**config.mk**
```make
export PLATFORM = sky130hd
export DESIGN_NAME = gouraud_triangle_rasterizer_unit_flat
export DESIGN_NICKNAME = d
export VERILOG_FILES = /design/src/hw/rtl/gtr_pkg.sv /design/src/hw/rtl/gtr_if.sv /design/src/hw/rtl/gouraud_triangle_rasterizer_unit.sv /design/src/flat_wrapper.sv
export SDC_FILE = /design/constraint.sdc
export NUM_CORES = 2
export LEC_CHECK = 0
export BUFFER_PORTS_ARGS = -buffer_cell sky130_fd_sc_hd__buf_2
export CAP_MARGIN = 15
export CELL_PAD_IN_SITES_DETAIL_PLACEMENT = 2
export CELL_PAD_IN_SITES_GLOBAL_PLACEMENT = 2
export CORE_UTILIZATION = 31
export CTS_BUF_LIST = sky130_fd_sc_hd__clkbuf_8
export CTS_CLUSTER_SIZE = 30
export DETAILED_ROUTE_END_ITERATION = 10
export HOLD_SLACK_MARGIN = 0.08
export PLACE_DENSITY_LB_ADDON = 0.1
export RECOVER_POWER = 25
export SLEW_MARGIN = 20
export SYNTH_ARGS = -nofsm -noshare
export SYNTH_HDL_FRONTEND = slang
export SYNTH_SLANG_ARGS = --single-unit
```
**constraint.sdc**
```tcl
create_clock -name clk -period 9.05 [get_ports clk]
set_input_delay 1.81 -clock clk [delete_from_list [all_inputs] [get_ports clk]]
set_output_delay 1.81 -clock clk [all_outputs]
set_load 0.02 [all_outputs]
```
**src/hw/rtl/gtr_pkg.sv**
```systemverilog
// shared types, codes and the vertex order table of the gouraud triangle rasterizer
`default_nettype none

package gtr_pkg;

  localparam int COORD_BITS_DEF = 10;
  localparam int COLOUR_BITS = 8;

  typedef enum logic [1:0] {
    KIND_BEGIN  = 2'd0,
    KIND_VERTEX = 2'd1,
    KIND_END    = 2'd2,
    KIND_NEXT   = 2'd3
  } kind_t;

  typedef enum logic [1:0] {
    ST_PIXEL  = 2'd0,
    ST_DONE   = 2'd1,
    ST_REJECT = 2'd2,
    ST_SETUP  = 2'd3
  } status_t;

  // bottom, middle and top store index for each y compare code
  localparam logic [1:0] ORDER_TABLE [8][3] = '{
    '{2'd0, 2'd0, 2'd0},
    '{2'd2, 2'd1, 2'd0},
    '{2'd1, 2'd0, 2'd2},
    '{2'd1, 2'd2, 2'd0},
    '{2'd0, 2'd2, 2'd1},
    '{2'd2, 2'd0, 2'd1},
    '{2'd0, 2'd1, 2'd2},
    '{2'd0, 2'd0, 2'd0}
  };

endpackage

`default_nettype wire

```
**src/hw/rtl/gtr_if.sv**
```systemverilog
// request and result channels of the gouraud triangle rasterizer
`default_nettype none

interface gtr_cmd_if #(
  parameter int COORD_BITS = gtr_pkg::COORD_BITS_DEF
) ();
  logic                             valid;
  logic                             ready;
  gtr_pkg::kind_t                   kind;
  logic [COORD_BITS-1:0]            vx;
  logic [COORD_BITS-1:0]            vy;
  logic [gtr_pkg::COLOUR_BITS-1:0]  vred;
  logic [gtr_pkg::COLOUR_BITS-1:0]  vgreen;
  logic [gtr_pkg::COLOUR_BITS-1:0]  vblue;

  modport source (output valid, kind, vx, vy, vred, vgreen, vblue, input ready);
  modport sink (input valid, kind, vx, vy, vred, vgreen, vblue, output ready);
endinterface

interface gtr_res_if #(
  parameter int COORD_BITS = gtr_pkg::COORD_BITS_DEF
) ();
  logic                             valid;
  logic                             ready;
  gtr_pkg::status_t                 status;
  logic [COORD_BITS-1:0]            px;
  logic [COORD_BITS-1:0]            py;
  logic [gtr_pkg::COLOUR_BITS-1:0]  pred;
  logic [gtr_pkg::COLOUR_BITS-1:0]  pgreen;
  logic [gtr_pkg::COLOUR_BITS-1:0]  pblue;
  logic                             last;

  modport source (output valid, status, px, py, pred, pgreen, pblue, last, input ready);
  modport sink (input valid, status, px, py, pred, pgreen, pblue, last, output ready);
endinterface

`default_nettype wire

```
**src/hw/rtl/gouraud_triangle_rasterizer_unit.sv**
```systemverilog
// gouraud triangle rasterizer: vertex store, sequencer, shared multiplier and divider
//
// A triangle is given as a begin request, three vertex requests and an end request;
// each next request then returns one shaded pixel (or reports that none are left).
// Begin and vertex requests give no result. All arithmetic runs
// through one registered multiplier and one radix-2 restoring divider of
// NB = COORD_BITS + 11 steps under a small sequencer, and the block takes no new
// request until the current one is finished. A pixel inside a row takes three
// colour interpolations. A pixel that closes a row also walks the edges and
// loads the next span: 6 more interpolations per row, plus an edge setup where
// the middle vertex is reached. An end request sorts the vertices, finds the
// orientation, sets up both edges and loads the first span.
`default_nettype none

module gouraud_triangle_rasterizer_unit #(
  parameter int COORD_BITS = gtr_pkg::COORD_BITS_DEF
) (
  input  logic           clk,
  input  logic           rst,
  gtr_cmd_if.sink        cmd,
  gtr_res_if.source      res
);

  localparam int C    = COORD_BITS;
  localparam int W    = C + 3;
  localparam int M    = (W > 9) ? W : 9;
  localparam int P    = 2 * M;
  localparam int NB   = W + 8;
  localparam int CNTW = $clog2(NB + 1);
  localparam int CB   = gtr_pkg::COLOUR_BITS;

  typedef struct packed {
    logic [C-1:0]          x;
    logic [C-1:0]          y;
    logic [2:0][CB-1:0]    c;
  } vtx_t;

  typedef enum logic [22:0] {
    S_IDLE  = 23'd1 << 0,
    S_RDY   = 23'd1 << 1,
    S_SORT  = 23'd1 << 2,
    S_RDV   = 23'd1 << 3,
    S_CRA   = 23'd1 << 4,
    S_CRB   = 23'd1 << 5,
    S_CRC   = 23'd1 << 6,
    S_SET2  = 23'd1 << 7,
    S_SET3  = 23'd1 << 8,
    S_EINIT = 23'd1 << 9,
    S_EDIV  = 23'd1 << 10,
    S_EMUL  = 23'd1 << 11,
    S_EINC  = 23'd1 << 12,
    S_SPAN  = 23'd1 << 13,
    S_SPANW = 23'd1 << 14,
    S_PIX   = 23'd1 << 15,
    S_PIXW  = 23'd1 << 16,
    S_LERP  = 23'd1 << 17,
    S_LMUL  = 23'd1 << 18,
    S_LDIV  = 23'd1 << 19,
    S_ADV   = 23'd1 << 20,
    S_ADVSP = 23'd1 << 21,
    S_EMIT  = 23'd1 << 22
  } state_t;

  typedef enum logic [2:0] {
    PH_IDLE   = 3'b001,
    PH_ACTIVE = 3'b010,
    PH_DONE   = 3'b100
  } phase_t;

  function automatic logic signed [W-1:0] sx(input logic [C-1:0] v);
    return signed'(W'(v));
  endfunction

  // control
  state_t                   state;
  state_t                   e_ret;
  state_t                   l_ret;
  phase_t                   phase;
  logic [1:0]               vcount;
  logic [1:0]               sk;
  logic [1:0]               sp_k;
  logic                     es;
  gtr_pkg::status_t         pend;

  // vertex store and sorted copies
  vtx_t                     vmem [3];
  vtx_t                     rd_q;
  logic [1:0]               rd_addr;
  logic [C-1:0]             y0, y1, y2;
  logic [1:0]               o_b, o_m, o_t;
  vtx_t                     vb, vm, vt;
  logic                     lim;

  // edge walkers and span
  logic signed [W-1:0]      ex [2];
  logic signed [W-1:0]      eerr [2];
  logic signed [W-1:0]      estep [2];
  logic signed [W-1:0]      einc [2];
  logic signed [W-1:0]      endy [2];
  logic signed [W-1:0]      e_dx;
  logic [C:0]               row_y;
  logic signed [W-1:0]      span_x;
  logic signed [W-1:0]      ends0, ends1;
  logic [CB-1:0]            col_l [3];
  logic [CB-1:0]            col_r [3];

  // interpolation context
  logic [CB-1:0]            l_c0, l_c1, l_res;
  logic signed [W-1:0]      l_x0, l_x1, l_x;
  logic                     l_neg;

  // shared multiplier and divider
  logic signed [M-1:0]      mul_a, mul_b;
  logic signed [P-1:0]      mul_q;
  logic signed [P-1:0]      prod1;
  logic [NB-1:0]            dv_n;
  logic [W-1:0]             dv_r;
  logic [W-1:0]             dv_d;
  logic [CNTW-1:0]          dv_cnt;
  logic [W:0]               dv_t;
  logic                     dv_ge;
  logic [W:0]               dv_sub;

  // pixel and result registers
  logic [C-1:0]             pix_x, pix_y;
  logic [CB-1:0]            pc [3];
  logic                     o_valid;
  gtr_pkg::status_t         o_status;
  logic [C-1:0]             o_px, o_py;
  logic [CB-1:0]            o_r, o_g, o_b_col;
  logic                     o_last;

  // combinational helpers
  logic [2:0]               flag;
  vtx_t                     lo, hi;
  logic                     mid_edge;
  logic signed [W-1:0]      dx, dy, dx_mag, dy_neg;
  logic signed [W-1:0]      d_a, d_b;
  logic signed [8:0]        cdiff;
  logic signed [P:0]        cross_sum;
  logic                     cross_pos;
  logic signed [W-1:0]      adv_x [2];
  logic signed [W-1:0]      adv_e [2];
  logic signed [W-1:0]      sum_x [2];
  logic signed [W-1:0]      sum_e [2];
  logic signed [W-1:0]      l_den;
  logic [W-1:0]             l_den_mag;
  logic signed [P-1:0]      mul_neg;
  logic signed [NB:0]       qs;
  logic signed [NB+1:0]     lv;
  logic [CB-1:0]            lerp_val;
  logic signed [W-1:0]      step_val;
  logic [C:0]               row_nx;
  logic                     span_empty;

  assign cmd.ready  = (state == S_IDLE);
  assign res.valid  = o_valid;
  assign res.status = o_status;
  assign res.px     = o_px;
  assign res.py     = o_py;
  assign res.pred   = o_r;
  assign res.pgreen = o_g;
  assign res.pblue  = o_b_col;
  assign res.last   = o_last;

  assign flag = {y0 < y1, y1 < y2, y2 < y0};
  assign mid_edge = ~lim;
  assign row_nx = row_y + 1'b1;
  assign span_empty = (phase != PH_ACTIVE) || (span_x >= ends1);

  always_comb begin
    rd_addr = 2'd0;
    if (state == S_RDY) begin
      rd_addr = (sk == 2'd3) ? 2'd0 : sk;
    end else if (state == S_RDV) begin
      case (sk)
        2'd0:    rd_addr = o_b;
        2'd1:    rd_addr = o_m;
        2'd2:    rd_addr = o_t;
        default: rd_addr = o_b;
      endcase
    end
  end

  // endpoints of the edge selected by es at the current row
  always_comb begin
    if (es != mid_edge) begin
      lo = vb;
      hi = vt;
    end else if (row_y < {1'b0, vm.y}) begin
      lo = vb;
      hi = vm;
    end else begin
      lo = vm;
      hi = vt;
    end
    dx = sx(hi.x) - sx(lo.x);
    dy = sx(hi.y) - sx(lo.y);
    dx_mag = dx[W-1] ? -dx : dx;
    dy_neg = -dy;
  end

  always_comb begin
    d_a = '0;
    d_b = '0;
    cdiff = $signed({1'b0, l_c1}) - $signed({1'b0, l_c0});
    mul_a = '0;
    mul_b = '0;
    case (state)
      S_CRA: begin
        d_a = sx(vb.y) - sx(vt.y);
        d_b = sx(vm.x) - sx(vb.x);
        mul_a = M'(d_a);
        mul_b = M'(d_b);
      end
      S_CRB: begin
        d_a = sx(vt.x) - sx(vb.x);
        d_b = sx(vm.y) - sx(vb.y);
        mul_a = M'(d_a);
        mul_b = M'(d_b);
      end
      S_EMUL: begin
        mul_a = M'(endy[es]);
        mul_b = M'(estep[es]);
      end
      S_LERP: begin
        d_a = l_x - l_x0;
        mul_a = M'(d_a);
        mul_b = M'(cdiff);
      end
      default: begin
        mul_a = '0;
        mul_b = '0;
      end
    endcase
  end

  assign cross_sum = (P+1)'(prod1) + (P+1)'(mul_q);
  assign cross_pos = !cross_sum[P] && (cross_sum != '0);

  always_comb begin
    for (int s = 0; s < 2; s++) begin
      sum_x[s] = ex[s] + estep[s];
      sum_e[s] = eerr[s] + einc[s];
      if (!sum_e[s][W-1] && (sum_e[s] != '0)) begin
        adv_x[s] = sum_x[s] + W'(1);
        adv_e[s] = sum_e[s] + endy[s];
      end else begin
        adv_x[s] = sum_x[s];
        adv_e[s] = sum_e[s];
      end
    end
  end

  // divider step, the floor and clamp of an interpolation and the edge step
  always_comb begin
    dv_t   = {dv_r, dv_n[NB-1]};
    dv_ge  = dv_t >= {1'b0, dv_d};
    dv_sub = dv_t - {1'b0, dv_d};
    l_den  = l_x1 - l_x0;
    l_den_mag = l_den[W-1] ? W'(-l_den) : W'(l_den);
    mul_neg = -mul_q;
    if (l_neg) begin
      qs = -$signed({1'b0, dv_n}) - $signed({{NB{1'b0}}, dv_r != '0});
    end else begin
      qs = $signed({1'b0, dv_n});
    end
    lv = (NB+2)'(qs) + $signed((NB+2)'(l_c0));
    if (lv[NB+1]) begin
      lerp_val = '0;
    end else if (|lv[NB:CB]) begin
      lerp_val = '1;
    end else begin
      lerp_val = lv[CB-1:0];
    end
    if (e_dx[W-1]) begin
      step_val = -signed'(W'(dv_n)) - W'(1);
    end else begin
      step_val = signed'(W'(dv_n));
    end
  end

  always_ff @(posedge clk) begin
    mul_q <= mul_a * mul_b;
  end

  always_ff @(posedge clk) begin
    if (cmd.valid && cmd.ready && (cmd.kind == gtr_pkg::KIND_VERTEX) && (vcount != 2'd3)) begin
      vmem[vcount] <= '{x: cmd.vx, y: cmd.vy, c: {cmd.vblue, cmd.vgreen, cmd.vred}};
    end
    rd_q <= vmem[rd_addr];
  end

  always_ff @(posedge clk) begin
    if (rst) begin
      state   <= S_IDLE;
      phase   <= PH_IDLE;
      vcount  <= '0;
      dv_cnt  <= '0;
      o_valid <= 1'b0;
    end else begin
      if (res.ready) begin
        o_valid <= 1'b0;
      end
      if (dv_cnt != '0) begin
        dv_r   <= dv_ge ? dv_sub[W-1:0] : dv_t[W-1:0];
        dv_n   <= {dv_n[NB-2:0], dv_ge};
        dv_cnt <= dv_cnt - 1'b1;
      end
      case (state)
        S_IDLE: begin
          if (cmd.valid) begin
            case (cmd.kind)
              gtr_pkg::KIND_BEGIN: begin
                vcount <= '0;
                phase  <= PH_IDLE;
              end
              gtr_pkg::KIND_VERTEX: begin
                if (vcount != 2'd3) begin
                  vcount <= vcount + 1'b1;
                end
              end
              gtr_pkg::KIND_END: begin
                sk    <= '0;
                state <= S_RDY;
              end
              gtr_pkg::KIND_NEXT: begin
                if (span_empty) begin
                  pend  <= gtr_pkg::ST_DONE;
                  state <= S_EMIT;
                end else begin
                  pix_x <= span_x[C-1:0];
                  pix_y <= row_y[C-1:0];
                  sp_k  <= '0;
                  pend  <= gtr_pkg::ST_PIXEL;
                  state <= S_PIX;
                end
              end
              default: state <= S_IDLE;
            endcase
          end
        end
        S_RDY: begin
          case (sk)
            2'd1:    y0 <= rd_q.y;
            2'd2:    y1 <= rd_q.y;
            2'd3:    y2 <= rd_q.y;
            default: y0 <= y0;
          endcase
          sk <= sk + 1'b1;
          if (sk == 2'd3) begin
            state <= S_SORT;
          end
        end
        S_SORT: begin
          if (flag inside {3'b000, 3'b111}) begin
            phase <= PH_IDLE;
            pend  <= gtr_pkg::ST_REJECT;
            state <= S_EMIT;
          end else begin
            o_b   <= gtr_pkg::ORDER_TABLE[flag][0];
            o_m   <= gtr_pkg::ORDER_TABLE[flag][1];
            o_t   <= gtr_pkg::ORDER_TABLE[flag][2];
            sk    <= '0;
            state <= S_RDV;
          end
        end
        S_RDV: begin
          case (sk)
            2'd1:    vb <= rd_q;
            2'd2:    vm <= rd_q;
            2'd3:    vt <= rd_q;
            default: vb <= vb;
          endcase
          sk <= sk + 1'b1;
          if (sk == 2'd3) begin
            state <= S_CRA;
          end
        end
        S_CRA: begin
          row_y <= {1'b0, vb.y};
          state <= S_CRB;
        end
        S_CRB: begin
          prod1 <= mul_q;
          state <= S_CRC;
        end
        S_CRC: begin
          lim   <= cross_pos;
          es    <= 1'b0;
          e_ret <= S_SET2;
          state <= S_EINIT;
        end
        S_SET2: begin
          es    <= 1'b1;
          e_ret <= S_SET3;
          state <= S_EINIT;
        end
        S_SET3: begin
          es    <= 1'b0;
          sp_k  <= '0;
          phase <= PH_ACTIVE;
          pend  <= gtr_pkg::ST_SETUP;
          state <= S_SPAN;
        end
        S_EINIT: begin
          ex[es]   <= sx(lo.x);
          eerr[es] <= '0;
          e_dx     <= dx;
          if (dy == '0) begin
            estep[es] <= '0;
            einc[es]  <= '0;
            endy[es]  <= '0;
            state     <= e_ret;
          end else begin
            endy[es] <= dy_neg;
            dv_n     <= NB'(dx_mag);
            dv_r     <= '0;
            dv_d     <= W'(dy);
            dv_cnt   <= CNTW'(NB);
            state    <= S_EDIV;
          end
        end
        S_EDIV: begin
          if (dv_cnt == '0) begin
            estep[es] <= step_val;
            state     <= S_EMUL;
          end
        end
        S_EMUL: begin
          state <= S_EINC;
        end
        S_EINC: begin
          einc[es] <= W'(mul_q) + e_dx;
          state    <= e_ret;
        end
        S_SPAN: begin
          if (sp_k == 2'd3) begin
            if (es) begin
              ends0  <= ex[0];
              ends1  <= ex[1];
              span_x <= ex[0];
              state  <= S_ADV;
            end else begin
              es   <= 1'b1;
              sp_k <= '0;
            end
          end else begin
            l_c0  <= lo.c[sp_k];
            l_x0  <= sx(lo.x);
            l_c1  <= hi.c[sp_k];
            l_x1  <= sx(hi.x);
            l_x   <= ex[es];
            l_ret <= S_SPANW;
            state <= S_LERP;
          end
        end
        S_SPANW: begin
          if (es) begin
            col_r[sp_k] <= l_res;
          end else begin
            col_l[sp_k] <= l_res;
          end
          sp_k  <= sp_k + 1'b1;
          state <= S_SPAN;
        end
        S_PIX: begin
          if (sp_k == 2'd3) begin
            span_x <= span_x + W'(1);
            state  <= S_ADV;
          end else begin
            l_c0  <= col_r[sp_k];
            l_x0  <= ends1;
            l_c1  <= col_l[sp_k];
            l_x1  <= ends0;
            l_x   <= span_x;
            l_ret <= S_PIXW;
            state <= S_LERP;
          end
        end
        S_PIXW: begin
          pc[sp_k] <= l_res;
          sp_k     <= sp_k + 1'b1;
          state    <= S_PIX;
        end
        S_LERP: begin
          if (l_x1 == l_x0) begin
            l_res <= l_c0;
            state <= l_ret;
          end else begin
            state <= S_LMUL;
          end
        end
        S_LMUL: begin
          dv_n   <= mul_q[P-1] ? NB'(mul_neg) : NB'(mul_q);
          dv_r   <= '0;
          dv_d   <= l_den_mag;
          dv_cnt <= CNTW'(NB);
          l_neg  <= mul_q[P-1] ^ l_den[W-1];
          state  <= S_LDIV;
        end
        S_LDIV: begin
          if (dv_cnt == '0) begin
            l_res <= lerp_val;
            state <= l_ret;
          end
        end
        S_ADV: begin
          if (span_empty || (phase != PH_ACTIVE)) begin
            if (phase == PH_ACTIVE) begin
              ex[0]   <= adv_x[0];
              ex[1]   <= adv_x[1];
              eerr[0] <= adv_e[0];
              eerr[1] <= adv_e[1];
              row_y   <= row_nx;
              if (row_nx > {1'b0, vt.y}) begin
                phase <= PH_DONE;
                state <= S_EMIT;
              end else if (row_nx == {1'b0, vm.y}) begin
                es    <= mid_edge;
                e_ret <= S_ADVSP;
                state <= S_EINIT;
              end else begin
                state <= S_ADVSP;
              end
            end else begin
              state <= S_EMIT;
            end
          end else begin
            state <= S_EMIT;
          end
        end
        S_ADVSP: begin
          es    <= 1'b0;
          sp_k  <= '0;
          state <= S_SPAN;
        end
        S_EMIT: begin
          if (!o_valid || res.ready) begin
            o_valid  <= 1'b1;
            o_status <= pend;
            if (pend == gtr_pkg::ST_PIXEL) begin
              o_px    <= pix_x;
              o_py    <= pix_y;
              o_r     <= pc[0];
              o_g     <= pc[1];
              o_b_col <= pc[2];
              o_last  <= (phase == PH_DONE);
            end else begin
              o_px    <= '0;
              o_py    <= '0;
              o_r     <= '0;
              o_g     <= '0;
              o_b_col <= '0;
              o_last  <= 1'b0;
            end
            state <= S_IDLE;
          end
        end
        default: state <= S_IDLE;
      endcase
    end
  end

  // divider is never restarted while it is still stepping
  a_div_idle_on_start: assert property (@(posedge clk) disable iff (rst)
    ((state == S_LMUL) || ((state == S_EINIT) && (dy != '0))) |-> (dv_cnt == '0))
    else $error("divider started while busy");

  // no request is taken while the divider is still working
  a_div_idle_when_ready: assert property (@(posedge clk) disable iff (rst)
    cmd.ready |-> (dv_cnt == '0))
    else $error("request port ready with divider busy");

  // a pixel result is only produced for a set-up triangle
  a_pixel_needs_triangle: assert property (@(posedge clk) disable iff (rst)
    ((state == S_EMIT) && (pend == gtr_pkg::ST_PIXEL)) |-> (phase != PH_IDLE))
    else $error("pixel emitted without an active triangle");

  // a triangle only finishes drawing on its way to a result
  a_done_from_pixel: assert property (@(posedge clk) disable iff (rst)
    ((phase != PH_DONE) && (state == S_ADV)) |=> ((phase != PH_DONE) || (state == S_EMIT)))
    else $error("triangle finished outside the pixel path");

endmodule

`default_nettype wire
```
**src/flat_wrapper.sv**
```systemverilog
// flat-port wrapper written by rule: the top's interface ports become plain ports
module gouraud_triangle_rasterizer_unit_flat 
#(
  parameter int COORD_BITS = gtr_pkg::COORD_BITS_DEF
)
  (clk, rst, cmd_valid, cmd_kind, cmd_vx, cmd_vy, cmd_vred, cmd_vgreen, cmd_vblue, cmd_ready, res_valid, res_status, res_px, res_py, res_pred, res_pgreen, res_pblue, res_last, res_ready);
  gtr_cmd_if #(.COORD_BITS(COORD_BITS)) cmd_i ();
  gtr_res_if #(.COORD_BITS(COORD_BITS)) res_i ();
  input  logic clk;
  input  logic rst;
  input wire logic [$bits(cmd_i.valid)-1:0] cmd_valid;
  input wire logic [$bits(cmd_i.kind)-1:0] cmd_kind;
  input wire logic [$bits(cmd_i.vx)-1:0] cmd_vx;
  input wire logic [$bits(cmd_i.vy)-1:0] cmd_vy;
  input wire logic [$bits(cmd_i.vred)-1:0] cmd_vred;
  input wire logic [$bits(cmd_i.vgreen)-1:0] cmd_vgreen;
  input wire logic [$bits(cmd_i.vblue)-1:0] cmd_vblue;
  output wire logic [$bits(cmd_i.ready)-1:0] cmd_ready;
  output wire logic [$bits(res_i.valid)-1:0] res_valid;
  output wire logic [$bits(res_i.status)-1:0] res_status;
  output wire logic [$bits(res_i.px)-1:0] res_px;
  output wire logic [$bits(res_i.py)-1:0] res_py;
  output wire logic [$bits(res_i.pred)-1:0] res_pred;
  output wire logic [$bits(res_i.pgreen)-1:0] res_pgreen;
  output wire logic [$bits(res_i.pblue)-1:0] res_pblue;
  output wire logic [$bits(res_i.last)-1:0] res_last;
  input wire logic [$bits(res_i.ready)-1:0] res_ready;
  assign cmd_i.valid = cmd_valid;
  assign cmd_i.kind = cmd_kind;
  assign cmd_i.vx = cmd_vx;
  assign cmd_i.vy = cmd_vy;
  assign cmd_i.vred = cmd_vred;
  assign cmd_i.vgreen = cmd_vgreen;
  assign cmd_i.vblue = cmd_vblue;
  assign cmd_ready = cmd_i.ready;
  assign res_valid = res_i.valid;
  assign res_status = res_i.status;
  assign res_px = res_i.px;
  assign res_py = res_i.py;
  assign res_pred = res_i.pred;
  assign res_pgreen = res_i.pgreen;
  assign res_pblue = res_i.pblue;
  assign res_last = res_i.last;
  assign res_i.ready = res_ready;
  gouraud_triangle_rasterizer_unit #(.COORD_BITS(COORD_BITS)) u_core (.clk(clk), .rst(rst), .cmd(cmd_i), .res(res_i));
endmodule
```
# Word-level counts from Yosys, hierarchy flattened
# Memory sizes are Yosys's and may differ from the RTL's. A register that Yosys moved wholly into a read port is not among the register bits.
# Cells that the tools add are included.
[classes] addsub=35 mux=172 bitwise_logic=9 n_div=0 multipliers=1 reduce_logical=74 eq_ne=66 n_shift=0 magnitude_cmp=8
[op_table] operator="23-bit two-way mux" n=21
[op_table] operator="23-bit case mux with 20 select lines" n=1
[op_table] operator="13-bit two-way mux" n=25
[op_table] operator="44-bit two-way mux" n=4
[op_table] operator="13-bit case mux with 2 select lines" n=6
[op_table] operator="13-bit case mux with 4 select lines" n=2
[op_table] operator="23-bit case mux with 2 select lines" n=2
[op_table] operator="13-bit adder" n=7
[op_table] operator="21-bit two-way mux" n=4
[op_table] operator="8-bit two-way mux" n=10
[op_table] operator="23-bit case mux with 3 select lines" n=1
[op_table] operator="10-bit by 10-bit subtractor with 11-bit output" n=6
[op_table] operator="1-bit two-way mux" n=52
[op_table] operator="13-bit negator" n=4
[op_table] operator="8-bit case mux with 2 select lines" n=3
[op_table] operator="22-bit two-way mux" n=2
[op_table] operator="21-bit case mux with 2 select lines" n=1
[op_table] operator="13-bit by 2-bit adder with 13-bit output, second input constant" n=3
[op_table] operator="13-bit nonzero test" n=3
[op_table] operator="13-bit subtractor" n=3
[op_table] operator="2-bit two-way mux" n=17
[op_table] operator="8-bit binary-select mux with 2-bit select" n=2
[op_table] operator="10-bit < comparator" n=3
[op_table] operator="2-bit inequality test, second input constant" n=14
[op_table] operator="86 further kinds" n=169
[word_totals] input_bits=50 out_inout_bits=49 n_memories=10 rom_bits=48 latchBits=0 regBits=519 wordCells=428 ram_bits=334
[memory_table] name="u_core.vmem" words=3 width=44 rd=1 rd_ports_with_merged_regs=1 write_ports=1 line="gouraud_triangle_rasterizer_unit.sv:86" source="vtx_t vmem [3];"
[memory_table] name="(name not given)" words=8 width=6 rd=1 rd_ports_with_merged_regs=1 write_ports=0 line="gouraud_triangle_rasterizer_unit.sv:361" source="o_b <= gtr_pkg::ORDER_TABLE[flag][0];"
[memory_table] name="u_core.eerr" words=2 width=13 rd=2 rd_ports_with_merged_regs=0 write_ports=2 line="gouraud_triangle_rasterizer_unit.sv:96" source="logic signed [W-1:0] eerr [2];"
[memory_table] name="u_core.einc" words=2 width=13 rd=2 rd_ports_with_merged_regs=0 write_ports=1 line="gouraud_triangle_rasterizer_unit.sv:98" source="logic signed [W-1:0] einc [2];"
[memory_table] name="u_core.endy" words=2 width=13 rd=3 rd_ports_with_merged_regs=1 write_ports=1 line="gouraud_triangle_rasterizer_unit.sv:99" source="logic signed [W-1:0] endy [2];"
[memory_table] name="u_core.estep" words=2 width=13 rd=3 rd_ports_with_merged_regs=1 write_ports=1 line="gouraud_triangle_rasterizer_unit.sv:97" source="logic signed [W-1:0] estep [2];"
[memory_table] name="4 more memories"

# Longest topological paths before layout
[depth] ltp_word=10 depth_mapped=38 mapped_depth_nobuf=37

# Worst setup path after synthesis
# OpenSTA, ideal clock, no wires.
[synth_path] path_type="register to register" start="reg u_core.vm[34] in the netlist's numbering" end="reg u_core.mul_q[25]" arrival_ns=8.135 setup_ns=0.121 period_less_slack_ns=8.255 t_required_ns=8.929 n_path_buf=1 stages_incl_launch_ff=38 slack_ns=0.795 path_cell_list="edfxtp_1 > inv_1 > ha_1 > inv_1 > fa_1 > nand2_1 > nand2_1 > a21oi_1 > o21ai_0 > a21oi_1 > o21bai_1 > a21oi_1 > nor2b_1 > o21a_1 > o311ai_1 > a21oi_1 > clkbuf_1 > nand2b_1 > [2 not listed] > inv_1 > fa_1 > fa_1 > fa_1 > inv_1 > fa_1 > inv_1 > ha_1 > nand3_1 > o21ai_0 > nand2_1 > a21oi_1 > o41ai_1 > o21ai_0 > nor4_1 > o41ai_1 > a21oi_1 > xnor2_1"
[synth_via] elab_chain_len=3
[synth_rtl] item="start, declared" line="gouraud_triangle_rasterizer_unit.sv:91" source="vtx_t vb, vm, vt;"
[synth_rtl] item="start signal, assigned" line="gouraud_triangle_rasterizer_unit.sv:371" source="2'd2: vm <= rd_q;"
[synth_rtl] item="10-bit by 10-bit subtractor with 11-bit output" line="gouraud_triangle_rasterizer_unit.sv:212" source="d_b = sx(vm.x) - sx(vb.x);"
[synth_rtl] item="13-bit case mux with 4 select lines" line="gouraud_triangle_rasterizer_unit.sv:209" source="case (state)"
[synth_rtl] item="13-bit by 13-bit multiplier with 26-bit output" line="gouraud_triangle_rasterizer_unit.sv:284" source="mul_q <= mul_a * mul_b;"
[synth_rtl] item="end signal, assigned" line="gouraud_triangle_rasterizer_unit.sv:284"
[synth_rtl] item="end, declared" line="gouraud_triangle_rasterizer_unit.sv:114" source="logic signed [P-1:0] mul_q;"
# No other way between the ends.
# A chain may end at the register's enable or synchronous reset.

# Final worst setup path
# Same ends and word-level chain as after synthesis.

==> flow_summary.yaml <==
drt:
  top_layer_used: "met5"
  detail-route-antenna-nets: 0
  drc: 0
  num_vias: 37920
  drt_iter0_markers: 1804
  met3_length_um: 5690
  firstDrtPassIters: 5
  met2_length_um: 92500
  wl_per_cell_um: 25.4
  wl_met1_um: 86800
  drt_wl_total_um: 190000
  routed_via_density: 5.08
die:
  die_x_um: 418
  core_um2: 172000
  die_height_um: 418
  die_area_um2: 175000
  num_rows: 152
  io_pins: 99
  start_util: 0.312
yosys:
  syn_inst: 4768
  avgSynthCellArea_um2: 11.2
  ys_types: 93
  syn_nets: 5393
  synth_warnings: 0
  synth_ff_type: "edfxtp_1"
  yosysTopAreaCellShare: 0.437
  ys_seq_area_frac: 0.477
  syn-cell-area_um2: 53600
  ys_top_cells_by_area: "edfxtp_1 (44%), ha_1 (9.2%), fa_1 (6.8%)"
  synth-edff-count: 780
  synthArstFlopShare: 0
  synth_area_leader_cell: "edfxtp_1"
  ys_ff_latch: 887
layout:
  syn2layout_area_growth_pct: 13.6
  post_route_cells_drive_above_1_share: 0.103
  layout_common_cells: "edfxtp_1 (780), inv_1 (469), ha_1 (393), nand2_1 (389), nor2_1 (364)"
  layout.cells.most_common: "edfxtp_1"
  finalNetCount: 5641
sta:
  hold_viol_final: 0
  skew_ns: 0.0696
  setup_viol: 0
  setup_tns_ns: 0
  setup_slack_ns: 0.404
  tightest_slew_ns: 1.81
  timing.fmax_mhz: 116
  slew_headroom: -0.210
  grt_setup_unrepaired: "yes"
  period_minus_slack_ns: 8.65
  finalCritPeriodShare: 0.955
  finalMaxSlewViolations: 25
grt:
  grt.total_usage: 0.217
  grt_pass1_vias: 41261
  globalRoute.totalOverflow: 0
  grt_pass1_wl_um: 279000
  grt_max_degree: 89
  antenna_found_initial: 9
worst_setup_path:
  start_kind: "register"
  r2r_slack_ns: 0.40
  endpoint_kind: "register"
  path_max_fanout: 3
  cp.arrival_ns: 9.44
  max_stage_delay_ns: 0.58
  crit_required_ns: 9.84
  path_class: "reg2reg"
  crit_path_frequent_cell: "fa_1"
  cpMaxStageDelayCell: "fa_1"
pwr:
  ir_worst_vdd_uv: 168
  power_density_nw_per_um2: 176
  leakage_nw: 24.6
clock_network:
  cts.sinks: 887
  cts_buffer_depth: 3
  cts-root-buf: "clkbuf_8"
  worstSkewPairLatency_ns: 0.94
  cts_hold_buf: 0
  clk_pin_slew_worst_paths_ns: 0.06
  cts_setup_buffers: 0
  cts_tree: "yes"
  h-tree-depth: 4
  cts_made_buffers: 167
run_status:
  violations: "max-capacitance violations, max-slew violations"
  status: "finished, violations left"
min_path:
  worst_hold_path_type: "reg2reg"
placement:
  place_ws_ns: -0.0631
  gp_congestion: 0.847
  hpwlAfterDp_um: 148000
  port_buffers: 98
flow_run:
  maxCapViolCount: 1
[cells by family after synthesis]
logic type      count (synthesis)  share of synthesized area
simple gates                 1273                      0.114
fa+ha+maj                     575                      0.160
buf+inv                       546                     0.0389
flops                         887                      0.477
mux                           212                     0.0437
compound gates                949                      0.114
xor+xnor                      326                     0.0532
[registers in the layout (all words and copies together) (netlist names), 24 cells and up, named ones only]
| signal | count |
|---|---|
| u_core.vt | 44 |
| u_core.pc | 24 |
| u_core.einc | 26 |
| u_core.rd_q | 44 |
| u_core.vm | 44 |
| u_core.estep | 26 |
| u_core.eerr | 26 |
| u_core.col_l | 24 |
| u_core.mul_q | 26 |
| u_core.vmem | 132 |
| u_core.col_r | 24 |
| u_core.endy | 26 |
| u_core.prod1 | 26 |
| u_core.vb | 44 |
| u_core.ex | 26 |
[path summary, 6_finish.rpt]
| path | startpoint | endpoint | cells after the start |
|---|---|---|---|
| setup / recovery | u_core.vm[34] | u_core.mul_q[25] | 37 |
| hold / removal | u_core.rd_q[41] | u_core.vm[41] | 0 |
| setup reg to reg | u_core.vm[34] | u_core.mul_q[25] | 37 |
| hold reg to reg | u_core.rd_q[41] | u_core.vm[41] | 0 |
[layout make-up]
type | instances | area [um2]
clock inverters | 122 | 827
clock buffers | 187 | 2570
multi-input cells | 3335 | 26200
well taps | 2310 | 2890
inverters | 410 | 1540
repair buffers | 215 | 1340
fillers | 18303 | 111000
diodes | 4 | 10.0
flip-flops and latches | 887 | 25600
[power by group]
group / internal (W) / total [W] / switching, W / leakage [nW]
registers: 0.00457 / 0.00472 / 0.000149 / 7.91
logic: 0.000767 / 0.00196 / 0.00119 / 14.7
clock network: 0.00213 / 0.00404 / 0.00191 / 1.97
total: 0.00746 / 0.0107 / 0.00325 / 24.6
[critical path, delay by kind of cell (launching register included)]
kind	cells	cell delay, ns
simple gates	7	0.77
xor+xnor	1	0.14
compound gates	14	2.53
flops	1	0.43
buf+inv	6	0.49
fa+ha+maj	9	4.17
[synthesized netlist by cell type, drive strengths merged, types with 8 or more instances]
master	instances
nand2b	37
clkbuf	113
and2	98
mux2	19
nand3b	8
a211o	10
a21o	100
or3	27
edfxtp	780
xnor2	218
and3	30
buf	23
a221o	18
a211oi	29
a21oi	261
a31oi	28
o31ai	16
inv	409
ha	393
nand4b	11
o21a	27
xor2	108
o221ai	23
fa	182
nand4	25
o21bai	49
mux2i	177
a21boi	11
o211ai	17
dfxtp	107
nor2	371
o41ai	12
nand2	389
a221oi	11
nor2b	58
or4	17
nor4	28
nand3	52
nor3b	14
o21ai	221
nor3	71
mux4	16
o22ai	27
or2	16
a22oi	17
[repair_timing]
item                       4_1_cts  5_1_grt
gates resized for setup          2       22
setup endpoints to repair        1        4
pin swaps                        0        3
[stage by stage]
step | area (um2) | util | std cells | total power (W) | hold WS (ns)
finish | 61000 | 0.355 | 7470 | 0.0107 | 0.431
global route | 60900 | 0.355 | 7469 | 0.0112 | 0.445
CTS | 60900 | 0.355 | 7466 | 0.0109 | 0.429
detailed placement | 57500 | 0.335 | 7157 | 0.00679 | 0.431
global placement | 57500 | 0.335 | 7157 | 0.00675 | 0.427
floorplan | 53600 | - | 4768 | 0.00615 | 0.412
[layer usage]
metal  global-route usage  vias up
met5                    0        -
met4               0.0571        2
met3               0.0280      218
met2                0.371      514
met1                0.289    19545
li1                     -    17641
(Power assumes the default switching activity.)
